## config.mk

```make
export PLATFORM = sky130hd
export DESIGN_NAME = text_line_word_char_counter_core_flat
export DESIGN_NICKNAME = d
export VERILOG_FILES = /design/src/sv/tlwc_pkg.sv /design/src/sv/tlwc_if.sv /design/src/sv/tlwc_lane.sv /design/src/sv/tlwc_merge.sv /design/src/sv/text_line_word_char_counter_core.sv /design/src/flat_wrapper.sv
export SDC_FILE = /design/constraint.sdc
export NUM_CORES = 1
export LEC_CHECK = 0
export ABC_AREA = 1
export BUFFER_PORTS_ARGS = -buffer_cell sky130_fd_sc_hd__clkbuf_2
export CAP_MARGIN = 25
export CORE_MARGIN = 3
export CORE_UTILIZATION = 40
export CTS_CLUSTER_DIAMETER = 50
export DETAILED_ROUTE_END_ITERATION = 8
export PLACE_DENSITY = 0.57
export REMOVE_ABC_BUFFERS = 1
export SLEW_MARGIN = 20
export SYNTH_ARGS = -nofsm -noshare
export SYNTH_HDL_FRONTEND = slang
export SYNTH_SLANG_ARGS = --single-unit
```

## constraint.sdc

```tcl
create_clock -name clk -period 13.5 [get_ports clk]
set_input_delay 2.7 -clock clk [delete_from_list [all_inputs] [get_ports clk]]
set_output_delay 2.7 -clock clk [all_outputs]
set_load 0.01 [all_outputs]
```

## src/sv/tlwc_pkg.sv

```systemverilog
`default_nettype none
package tlwc_pkg;

  localparam int TLWC_DATA_W   = 64;
  localparam int TLWC_VCNT_W   = 4;
  localparam int TLWC_TOTAL_W  = 40;
  localparam int TLWC_NUM_CNT  = 4;

  localparam int CNT_LINE = 0;
  localparam int CNT_WORD = 1;
  localparam int CNT_CHAR = 2;
  localparam int CNT_BYTE = 3;

  localparam logic [7:0] BYTE_NL        = 8'h0A;
  localparam logic [7:0] BYTE_SPACE     = 8'h20;
  localparam logic [7:0] BYTE_TAB       = 8'h09;
  localparam logic [7:0] BYTE_CR        = 8'h0D;
  localparam logic [7:0] UTF8_TOP_MASK  = 8'hC0;
  localparam logic [7:0] UTF8_CONT_TAG  = 8'h80;

  typedef struct packed {
    logic vld;
    logic nl;
    logic chr;
    logic ws;
  } tlwc_lane_t;

endpackage
`default_nettype wire

```

## src/sv/tlwc_if.sv

```systemverilog
`default_nettype none
interface tlwc_in_if;
  logic                               valid;
  logic                               ready;
  logic [tlwc_pkg::TLWC_DATA_W-1:0]  data_bytes;
  logic [tlwc_pkg::TLWC_VCNT_W-1:0]  valid_count;
  logic                               end_of_file;

  modport source (output valid, output data_bytes, output valid_count, output end_of_file,
                  input ready);
  modport sink (input valid, input data_bytes, input valid_count, input end_of_file,
                output ready);
endinterface

interface tlwc_out_if;
  logic                               valid;
  logic                               ready;
  logic [tlwc_pkg::TLWC_TOTAL_W-1:0] line_total;
  logic [tlwc_pkg::TLWC_TOTAL_W-1:0] word_total;
  logic [tlwc_pkg::TLWC_TOTAL_W-1:0] char_total;
  logic [tlwc_pkg::TLWC_TOTAL_W-1:0] byte_total;
  logic                               saturated;

  modport source (output valid, output line_total, output word_total, output char_total,
                  output byte_total, output saturated, input ready);
  modport sink (input valid, input line_total, input word_total, input char_total,
                input byte_total, input saturated, output ready);
endinterface
`default_nettype wire

```

## src/sv/tlwc_lane.sv

```systemverilog
`default_nettype none
module tlwc_lane (
  input  wire logic [7:0]          byte_in,
  input  wire logic                en,
  output tlwc_pkg::tlwc_lane_t     flags
);
  import tlwc_pkg::*;

  always_comb begin
    flags.vld = en;
    flags.nl  = (byte_in == BYTE_NL);
    flags.chr = ((byte_in & UTF8_TOP_MASK) != UTF8_CONT_TAG);
    flags.ws  = (byte_in == BYTE_SPACE) || (byte_in == BYTE_TAB) ||
                (byte_in == BYTE_CR) || (byte_in == BYTE_NL);
  end
endmodule
`default_nettype wire

```

## src/sv/tlwc_merge.sv

```systemverilog
`default_nettype none
module tlwc_merge #(
  parameter int LANES = 8
) (
  input  wire tlwc_pkg::tlwc_lane_t     lanes [LANES],
  input  wire logic                     word_in,
  output logic [$clog2(LANES+1)-1:0]    line_inc,
  output logic [$clog2(LANES+1)-1:0]    word_inc,
  output logic [$clog2(LANES+1)-1:0]    char_inc,
  output logic [$clog2(LANES+1)-1:0]    byte_inc,
  output logic                          word_out
);
  import tlwc_pkg::*;

  localparam int INC_W = $clog2(LANES + 1);

  always_comb begin
    logic iw;
    iw       = word_in;
    line_inc = '0;
    word_inc = '0;
    char_inc = '0;
    byte_inc = '0;
    for (int k = 0; k < LANES; k++) begin
      if (lanes[k].vld) begin
        line_inc = line_inc + INC_W'(lanes[k].nl);
        char_inc = char_inc + INC_W'(lanes[k].chr);
        byte_inc = byte_inc + INC_W'(1'b1);
        word_inc = word_inc + INC_W'(!iw && !lanes[k].ws);
        iw       = !lanes[k].ws;
      end
    end
    word_out = iw;
  end
endmodule
`default_nettype wire

```

## src/sv/text_line_word_char_counter_core.sv

```systemverilog
// An end-of-file request is registered in the first stage, and its result then passes into
// the output register. An end-of-file request waits in the first stage while an unaccepted
// result still holds the output register.
// Throughput: one 8-byte word per cycle unless an end-of-file request stalls; the one-bit
// in-word carry via the lane merge and the saturating count adders form the per-word loop.
// Reset: clears the stage and output valid flags, the counts and the in-word flag.
`default_nettype none
module text_line_word_char_counter_core #(
  parameter int LANES      = 8,
  parameter int COUNT_BITS = 40
) (
  input  wire logic       clk,
  input  wire logic       rst_n,
  tlwc_in_if.sink         in_ch,
  tlwc_out_if.source      out_ch
);
  import tlwc_pkg::*;

  localparam int INC_W  = $clog2(LANES + 1);
  localparam int WIDE_W = (COUNT_BITS > TLWC_TOTAL_W) ? COUNT_BITS : TLWC_TOTAL_W;

  tlwc_lane_t lane_flags [LANES];
  tlwc_lane_t s1_lane_r  [LANES];
  logic       s1_valid_r;
  logic       s1_eof_r;
  logic       s1_go;
  logic       in_rdy;

  logic                  word_r;
  logic                  word_nxt;
  logic [COUNT_BITS-1:0] acc_r   [TLWC_NUM_CNT];
  logic [COUNT_BITS-1:0] acc_nxt [TLWC_NUM_CNT];
  logic [INC_W-1:0]      inc     [TLWC_NUM_CNT];
  logic [TLWC_NUM_CNT-1:0] ovf;
  logic                  sat_r;
  logic                  sat_nxt;

  logic                    out_valid_r;
  logic [TLWC_TOTAL_W-1:0] out_tot_r [TLWC_NUM_CNT];
  logic                    out_sat_r;

  for (genvar k = 0; k < LANES; k++) begin : g_lane
    tlwc_lane u_lane (
      .byte_in (in_ch.data_bytes[8*k +: 8]),
      .en      (in_ch.valid_count > TLWC_VCNT_W'(k)),
      .flags   (lane_flags[k])
    );
  end

  assign s1_go  = s1_valid_r && (!s1_eof_r || !out_valid_r || out_ch.ready);
  assign in_rdy = !s1_valid_r || s1_go;
  assign in_ch.ready = in_rdy;

  always_ff @(posedge clk) begin
    if (!rst_n) begin
      s1_valid_r <= 1'b0;
    end else if (in_rdy) begin
      s1_valid_r <= in_ch.valid;
    end
  end

  always_ff @(posedge clk) begin
    if (in_rdy) begin
      s1_lane_r <= lane_flags;
      s1_eof_r  <= in_ch.end_of_file;
    end
  end

  tlwc_merge #(.LANES(LANES)) u_merge (
    .lanes    (s1_lane_r),
    .word_in  (word_r),
    .line_inc (inc[CNT_LINE]),
    .word_inc (inc[CNT_WORD]),
    .char_inc (inc[CNT_CHAR]),
    .byte_inc (inc[CNT_BYTE]),
    .word_out (word_nxt)
  );

  for (genvar c = 0; c < TLWC_NUM_CNT; c++) begin : g_acc
    logic [COUNT_BITS:0] sum;
    assign sum        = {1'b0, acc_r[c]} + (COUNT_BITS + 1)'(inc[c]);
    assign ovf[c]     = sum[COUNT_BITS];
    assign acc_nxt[c] = sum[COUNT_BITS] ? {COUNT_BITS{1'b1}} : sum[COUNT_BITS-1:0];
  end

  assign sat_nxt = sat_r || (|ovf);

  always_ff @(posedge clk) begin
    if (!rst_n) begin
      word_r <= 1'b0;
      sat_r  <= 1'b0;
      for (int c = 0; c < TLWC_NUM_CNT; c++) begin
        acc_r[c] <= '0;
      end
    end else if (s1_go) begin
      if (s1_eof_r) begin
        word_r <= 1'b0;
        sat_r  <= 1'b0;
        for (int c = 0; c < TLWC_NUM_CNT; c++) begin
          acc_r[c] <= '0;
        end
      end else begin
        word_r <= word_nxt;
        sat_r  <= sat_nxt;
        acc_r  <= acc_nxt;
      end
    end
  end

  always_ff @(posedge clk) begin
    if (!rst_n) begin
      out_valid_r <= 1'b0;
    end else if (s1_go && s1_eof_r) begin
      out_valid_r <= 1'b1;
    end else if (out_ch.ready) begin
      out_valid_r <= 1'b0;
    end
  end

  always_ff @(posedge clk) begin
    if (s1_go && s1_eof_r) begin
      for (int c = 0; c < TLWC_NUM_CNT; c++) begin
        out_tot_r[c] <= TLWC_TOTAL_W'(WIDE_W'(acc_nxt[c]));
      end
      out_sat_r <= sat_nxt;
    end
  end

  assign out_ch.valid      = out_valid_r;
  assign out_ch.line_total = out_tot_r[CNT_LINE];
  assign out_ch.word_total = out_tot_r[CNT_WORD];
  assign out_ch.char_total = out_tot_r[CNT_CHAR];
  assign out_ch.byte_total = out_tot_r[CNT_BYTE];
  assign out_ch.saturated  = out_sat_r;
endmodule
`default_nettype wire

```

## src/flat_wrapper.sv

```systemverilog
// flat-port wrapper written by rule: the top's interface ports become plain ports
module text_line_word_char_counter_core_flat import tlwc_pkg::*;
#(
  parameter int LANES      = 8,
  parameter int COUNT_BITS = 40
)
  (clk, rst_n, in_ch_valid, in_ch_data_bytes, in_ch_valid_count, in_ch_end_of_file, in_ch_ready, out_ch_valid, out_ch_line_total, out_ch_word_total, out_ch_char_total, out_ch_byte_total, out_ch_saturated, out_ch_ready);
  tlwc_in_if in_ch_i ();
  tlwc_out_if out_ch_i ();
  input  wire logic clk;
  input  wire logic rst_n;
  input wire logic [$bits(in_ch_i.valid)-1:0] in_ch_valid;
  input wire logic [$bits(in_ch_i.data_bytes)-1:0] in_ch_data_bytes;
  input wire logic [$bits(in_ch_i.valid_count)-1:0] in_ch_valid_count;
  input wire logic [$bits(in_ch_i.end_of_file)-1:0] in_ch_end_of_file;
  output wire logic [$bits(in_ch_i.ready)-1:0] in_ch_ready;
  output wire logic [$bits(out_ch_i.valid)-1:0] out_ch_valid;
  output wire logic [$bits(out_ch_i.line_total)-1:0] out_ch_line_total;
  output wire logic [$bits(out_ch_i.word_total)-1:0] out_ch_word_total;
  output wire logic [$bits(out_ch_i.char_total)-1:0] out_ch_char_total;
  output wire logic [$bits(out_ch_i.byte_total)-1:0] out_ch_byte_total;
  output wire logic [$bits(out_ch_i.saturated)-1:0] out_ch_saturated;
  input wire logic [$bits(out_ch_i.ready)-1:0] out_ch_ready;
  assign in_ch_i.valid = in_ch_valid;
  assign in_ch_i.data_bytes = in_ch_data_bytes;
  assign in_ch_i.valid_count = in_ch_valid_count;
  assign in_ch_i.end_of_file = in_ch_end_of_file;
  assign in_ch_ready = in_ch_i.ready;
  assign out_ch_valid = out_ch_i.valid;
  assign out_ch_line_total = out_ch_i.line_total;
  assign out_ch_word_total = out_ch_i.word_total;
  assign out_ch_char_total = out_ch_i.char_total;
  assign out_ch_byte_total = out_ch_i.byte_total;
  assign out_ch_saturated = out_ch_i.saturated;
  assign out_ch_i.ready = out_ch_ready;
  text_line_word_char_counter_core #(.LANES(LANES), .COUNT_BITS(COUNT_BITS)) u_core (.clk(clk), .rst_n(rst_n), .in_ch(in_ch_i), .out_ch(out_ch_i));
endmodule
```

# ---- After elaboration in Yosys (flattened, before gate mapping)
# Memory sizes are Yosys's and may differ from the RTL's.
# Cells that the tools add are included.
dict set report word_totals {
  n_memories 1
  in_bits 73
  regBits 198
  mem_bits_rw 160
}
dict set report classes {
  n_reduce_logical 59
  n_eq_ne 40
  mux 51
  add_sub_neg 32
  magnitude_cmp 8
}
# memory depth width rd rd_ports_with_merged_regs write_ports line
set memory_table {}
lappend memory_table {u_core.out_tot_r 4 40 4 0 4 text_line_word_char_counter_core.sv:39} ;# logic [TLWC_TOTAL_W-1:0] out_tot_r [TLWC_NUM_CNT];
# op count
set ops {}
lappend ops {{8-bit by 4-bit equality test with 1-bit output (second input constant)} 24}
lappend ops {{40-bit by 4-bit adder with 41-bit output} 4}
lappend ops {{160-bit 2-to-1 mux} 1}
lappend ops {{40-bit 2-to-1 mux} 4}
lappend ops {{4-bit 2-to-1 mux} 28}
lappend ops {{4-bit by 1-bit adder with 4-bit output} 21}
lappend ops {{8-bit by 6-bit equality test with 1-bit output (second input constant)} 8}
lappend ops {{4-bit by 1-bit adder with 4-bit output (second input constant)} 7}
lappend ops {{1-bit logical OR} 28}
lappend ops {{1-bit logical NOT} 19}
lappend ops {{1-bit 2-to-1 mux} 18}
lappend ops {{4-bit by 3-bit greater-than comparator with 1-bit output (second input constant)} 4}
lappend ops {{2-bit != test (second input constant)} 8}
lappend ops {{1-bit logical AND} 10}
lappend ops {{4-bit by 1-bit greater-than comparator with 1-bit output (second input constant)} 2}
lappend ops {{4-bit by 2-bit greater-than comparator with 1-bit output (second input constant)} 2}
lappend ops {{4-bit OR reduction} 1}
lappend ops {{2-bit nonzero test} 1}

# ---- Depth between registers and ports, before layout
dict set report depth {
  depth_word 22
  depth_mapped 41
}

# ---- Modules after synthesis
# A second synthesis with hierarchy kept.
dict set report unflattened {
  cells_unflattened 2949
  area_unflattened_um2 21838.4
}
# mod cells_per_inst area_per_inst_um2 instances
set by_module_without_submodules {}
lappend by_module_without_submodules {text_line_word_char_counter_core 2260 18336.3 1}
lappend by_module_without_submodules {tlwc_merge 465 2541.2 1}
lappend by_module_without_submodules {tlwc_lane 28 120.1 8}

# ---- Worst setup path before layout
# Ideal clock, no wire load.
dict set report synth_path {
  kind {input-to-reg}
  startpoint {input port out_ch_ready}
  endpoint {register u_core.out_sat_r (netlist: u_core.out_ch.saturated) (enable)}
  path_stages 7
  required_ns 12.986
  path_buffers 1
  setup_slack_ns 6.727
  arrival_ns 6.259
  setup_ns 0.514
  cell_sequence {nor2_1 > nand2_1 > nand2_1 > buf_2 > inv_1 > nand2_1 > inv_1}
}
dict set report synth_between {
  elab_chain_len 3
}
# item line
set synth_lines {}
lappend synth_lines {{from (decl)} flat_wrapper.sv:23} ;# input wire logic [$bits(out_ch_i.ready)-1:0] out_ch_ready;
lappend synth_lines {{1-bit logical OR} text_line_word_char_counter_core.sv:50} ;# assign s1_go = s1_valid_r && (!s1_eof_r || !out_valid_r || out_ch.ready);
lappend synth_lines {{1-bit logical AND} text_line_word_char_counter_core.sv:50}
lappend synth_lines {{1-bit logical AND} text_line_word_char_counter_core.sv:121} ;# if (s1_go && s1_eof_r) begin
lappend synth_lines {{to (signal assigned)} text_line_word_char_counter_core.sv:125} ;# out_sat_r <= sat_nxt;
lappend synth_lines {{to (decl)} text_line_word_char_counter_core.sv:40} ;# logic out_sat_r;
# Every way passes these cells.
# A chain may end at the register's enable or synchronous reset.

==> summary.log <==
INFO  status         outcome=complete, no violations
INFO  floorplanning  core_area=51400squm
INFO  synth          synth_sequential_area_ratio=43.7%
INFO  power          clockPowerShare=44.6%
INFO  power          share_comb_of_total_power=10.5%
INFO  route          dr.first_iter.drc_count=1275
INFO  synth          avgSynthCellArea=7.52squm
INFO  power          max_rail_drop_vdd=0.0687mV
INFO  cts            cts_root_buffer=sky130_fd_sc_hd__clkbuf_16
INFO  setup_path     timing.critical_path.mode_cell=sky130_fd_sc_hd__nand2_1
INFO  setup_path     wp_data_required=13.98ns
INFO  power          swShare=25.7%
INFO  sta            finalHoldViolations=0
INFO  cts            cts_hold_buf=0
INFO  min_path       hp-class=flop to flop
INFO  power          finalPower=2620uW
INFO  synth          number_of_enable_type_register_cells_in_the_synthesized_netlist=194
INFO  power          net_switching_power_of_the_design=674uW
INFO  route          routed-via-count=18900
INFO  sta            timing.final.setup_violations=0
INFO  power          cellPowerDensity=109nW/um^2
INFO  cts            clock_edge_transition_at_the_registers_on_the_reported_setup_and_hold_paths=0.06ns
INFO  sta            period_share=55.6%
INFO  synth          synth_top_family_by_area=simple AND/OR/NAND/NOR gates
INFO  min_path       min-delay-start=u_core.acc_r[122]
INFO  route          residual_drc=0
INFO  synth          post_synth_xor_area_fraction=1.34%
INFO  route          post_detailed_route_count_of_antenna_violating_nets=0
INFO  power          p_leak=0.0103uW
INFO  cts            num_clock_sinks=358
INFO  layout         num-nets-final=3128
INFO  sta            finalMaxSlewViolations=0
INFO  global_route   number_of_global_route_vias_before_repair=18000
INFO  sta            relSlewSlack=32.6%
INFO  route          wire_per_inst=16.5microns
INFO  route          via_per_inst=5.11
INFO  setup_path     startpoint_type_of_the_worst_setup_path=flop
INFO  cts            postCtsSetupBuffers=0
INFO  placement      placed_cell_area=22600squm
INFO  route          drt_pre_antenna_iters=6
INFO  layout         layout-area-overhead-vs-synth=15.6%
INFO  sta            totalNegativeSetupSlack=0ns
INFO  power          seq_power_share=44.8%
INFO  sta            setup_ws=6.00ns
INFO  setup_path     crit_start=u_core.s1_lane_r[31]
INFO  synth          area_fraction_in_compound_gates_after_synthesis=6.53%
INFO  global_route   first_pass_grt_wire_length=97200microns
INFO  floorplanning  fp-row-count=83
INFO  floorplanning  die-area=54900squm
INFO  power          cell_internal_pwr=1950uW
INFO  synth          ys_seq_elements=358
INFO  setup_path     setup.worst_path.class=flop to flop
INFO  synth          mappedNetlistArea=20900squm
INFO  global_route   track_usage=22.1%
INFO  cts            tritoncts.num_buffers=45
INFO  flow_run       max_cap_violations=0
INFO  synth          yosys.cell_types.count=58
INFO  global_route   grt_start_max_net_pins=101
INFO  synth          synthAdderAreaFrac=4.10%
INFO  layout         layout_cell_share_with_drive_strength_beyond_1=17.2%
INFO  cts            h-tree-depth=2
INFO  setup_path     crit_path_max_fanout=24
INFO  cts            postCtsResizedCells=0
INFO  global_route   overflow=0
INFO  placement      dp.final_hpwl=45200microns
INFO  synth          synth_ff_type=sky130_fd_sc_hd__edfxtp_1
INFO  synth          postSynth.asyncResetShare=0%
INFO  floorplanning  dieWidth=234microns
INFO  placement      gp_congestion=0.926
INFO  sta            min_period=7.50ns
INFO  synth          post_synth_mux_area_share=0.0960%
INFO  sta            peak_freq=133MHz
INFO  setup_path     endpoint_kind=flop
INFO  setup_path     crit_arrival=7.99ns
INFO  synth          syn_inst=2774
INFO  cts            tritoncts=done
INFO  cts            clock_tree.buffer_depth=3
INFO  layout         insertedDiodeCount=0
INFO  sta            finalClockSkew=0.0161ns
INFO  placement      post_placement_worst_setup_slack=5.99ns
INFO  sta            rsz0062_at_grt=false
INFO  cts            clock_insertion_delay_worst_skew=0.58ns
INFO  setup_path     r2r_start=u_core.s1_lane_r[31]
INFO  placement      port_buffers=235
INFO  layout         stdcell_area=24100squm
INFO  floorplanning  die_height=234microns
INFO  global_route   number_of_antenna_violations_at_the_first_check_in_global_routing=0
INFO  floorplanning  io_pins=236
INFO  synth          synthSimpleGateAreaFrac=37.7%
INFO  synth          yosysWarnings=0
INFO  sta            worst-slew-pin-transition=1.01ns
INFO  route          drt-total-wl=61300microns
INFO  setup_path     standard_cell_with_the_maximum_stage_delay_on_the_critical_path=sky130_fd_sc_hd__nand3_1
INFO  setup_path     critPathMaxStageDelay=0.67ns
INFO  floorplanning  starting_density=40.6%
-- state kept, by name, indices dropped and copies added, names as in the netlist --
name / cells
u_core.out_tot_r: 160
u_core.sat_r: 1
u_core.s1_lane_r: 32
u_core.s1_valid_r: 1
u_core.acc_r: 160
u_core.out_ch.valid: 1
u_core.out_ch.saturated: 1
u_core.s1_eof_r: 1
u_core.word_r: 1
-- area by class of cell --
type                    instances  area, sq um
fillers                      5174        27300
multi-input cells            2076        10400
flip-flops and latches        358         9110
repair buffers                247         1300
clock buffers                  61         1280
inverters                     261          987
well taps                     680          851
clock inverters                22          183
-- critical path, delay by kind of cell, from the launching register on --
| family | cells | cell delay, ns |
|---|---|---|
| buffers and inverters | 4 | 0.84 |
| AO/OA/AOI/OAI | 3 | 0.58 |
| AND/OR/NAND/NOR | 20 | 2.90 |
| adder cells (fa/ha/maj) | 9 | 2.62 |
| flip-flops | 1 | 0.44 |
-- layout by cell type (no fill, tap or decap), types with 7 or more instances in the layout --
cell	n
sky130_fd_sc_hd__nand3_1	239
sky130_fd_sc_hd__a21oi_1	177
sky130_fd_sc_hd__nor4_1	11
sky130_fd_sc_hd__nor2_1	216
sky130_fd_sc_hd__clkbuf_2	235
sky130_fd_sc_hd__or2_2	56
sky130_fd_sc_hd__o21ai_1	9
sky130_fd_sc_hd__clkbuf_16	46
sky130_fd_sc_hd__nand3b_1	10
sky130_fd_sc_hd__clkbuf_8	7
sky130_fd_sc_hd__nand2_2	20
sky130_fd_sc_hd__buf_4	10
sky130_fd_sc_hd__nand4_1	43
sky130_fd_sc_hd__inv_1	240
sky130_fd_sc_hd__dfxtp_1	164
sky130_fd_sc_hd__nor3_1	52
sky130_fd_sc_hd__or2_0	9
sky130_fd_sc_hd__xnor2_1	14
sky130_fd_sc_hd__o21ai_0	37
sky130_fd_sc_hd__nor3_2	15
sky130_fd_sc_hd__or2_1	8
sky130_fd_sc_hd__inv_2	15
sky130_fd_sc_hd__nand3_2	48
sky130_fd_sc_hd__edfxtp_1	194
sky130_fd_sc_hd__xor2_1	11
sky130_fd_sc_hd__ha_1	62
sky130_fd_sc_hd__nand2_1	954
sky130_fd_sc_hd__nor2_2	11
sky130_fd_sc_hd__clkbuf_1	8
-- power by group through the flow --
stage	clock (uW)	sequential [uW]	combinational, uW
detailed placement	0	1200	275
finish	1170	1180	276
global route	1260	1180	319
floorplan	0	1200	195
global placement	0	1200	269
CTS	1200	1180	277
-- cells by family (layout without fill, tap and decap cells) --
kind of cell	after synthesis	in the layout
fa+ha+maj	66	66
simple gates	1725	1725
xor+xnor	28	28
mux	2	2
flops	358	358
compound gates	255	255
buf+inv	340	591
-- Yosys cell counts, types with 20 or more instances --
master                       n  area (sq um)
sky130_fd_sc_hd__nand2_2    20           125
sky130_fd_sc_hd__nor2_1    217           815
sky130_fd_sc_hd__nand2_1   955          3580
sky130_fd_sc_hd__ha_1       62           776
sky130_fd_sc_hd__clkbuf_1   47           176
sky130_fd_sc_hd__a21oi_1   177           886
sky130_fd_sc_hd__inv_1     241           905
sky130_fd_sc_hd__buf_2      20           100
sky130_fd_sc_hd__nand4_1    43           269
sky130_fd_sc_hd__nand3_1   240          1200
sky130_fd_sc_hd__nor3_1     52           260
sky130_fd_sc_hd__or2_2      56           350
sky130_fd_sc_hd__dfxtp_1   164          3280
sky130_fd_sc_hd__o21ai_0    37           185
sky130_fd_sc_hd__nand3_2    47           470
sky130_fd_sc_hd__edfxtp_1  194          5830
-- final timing paths --
path / to / slack (ns) / cells after the start
worst max register to register: u_core.acc_r[104] / 6.00 / 36
worst max-delay path: u_core.acc_r[104] / 6.00 / 36
worst min-delay path: u_core.acc_r[122] / 0.47 / 2
worst min register to register: u_core.acc_r[122] / 0.47 / 2
-- routing by layer --
layer  GRT usage, %  part of all wire (%)  vias to the layer above
met5              0                     0                        -
met1           32.1                    48                     8847
met4           5.30                   1.9                        0
li1               -                     -                     9568
met2           35.1                    45                      432
met3           3.00                   4.7                       87
-- metrics by stage --
| stage | hold WS, ns | std cells | util, % |
|---|---|---|---|
| after floorplan | 0.449 | 2695 | - |
| after global placement | 0.458 | 3620 | 44.0 |
| after detailed placement | 0.462 | 3621 | 44.0 |
| after CTS | 0.473 | 3704 | 46.9 |
| after global routing | 0.493 | 3705 | 46.9 |
| final | 0.471 | 3705 | 46.9 |
No activity file was read; power rests on OpenSTA's default activity.
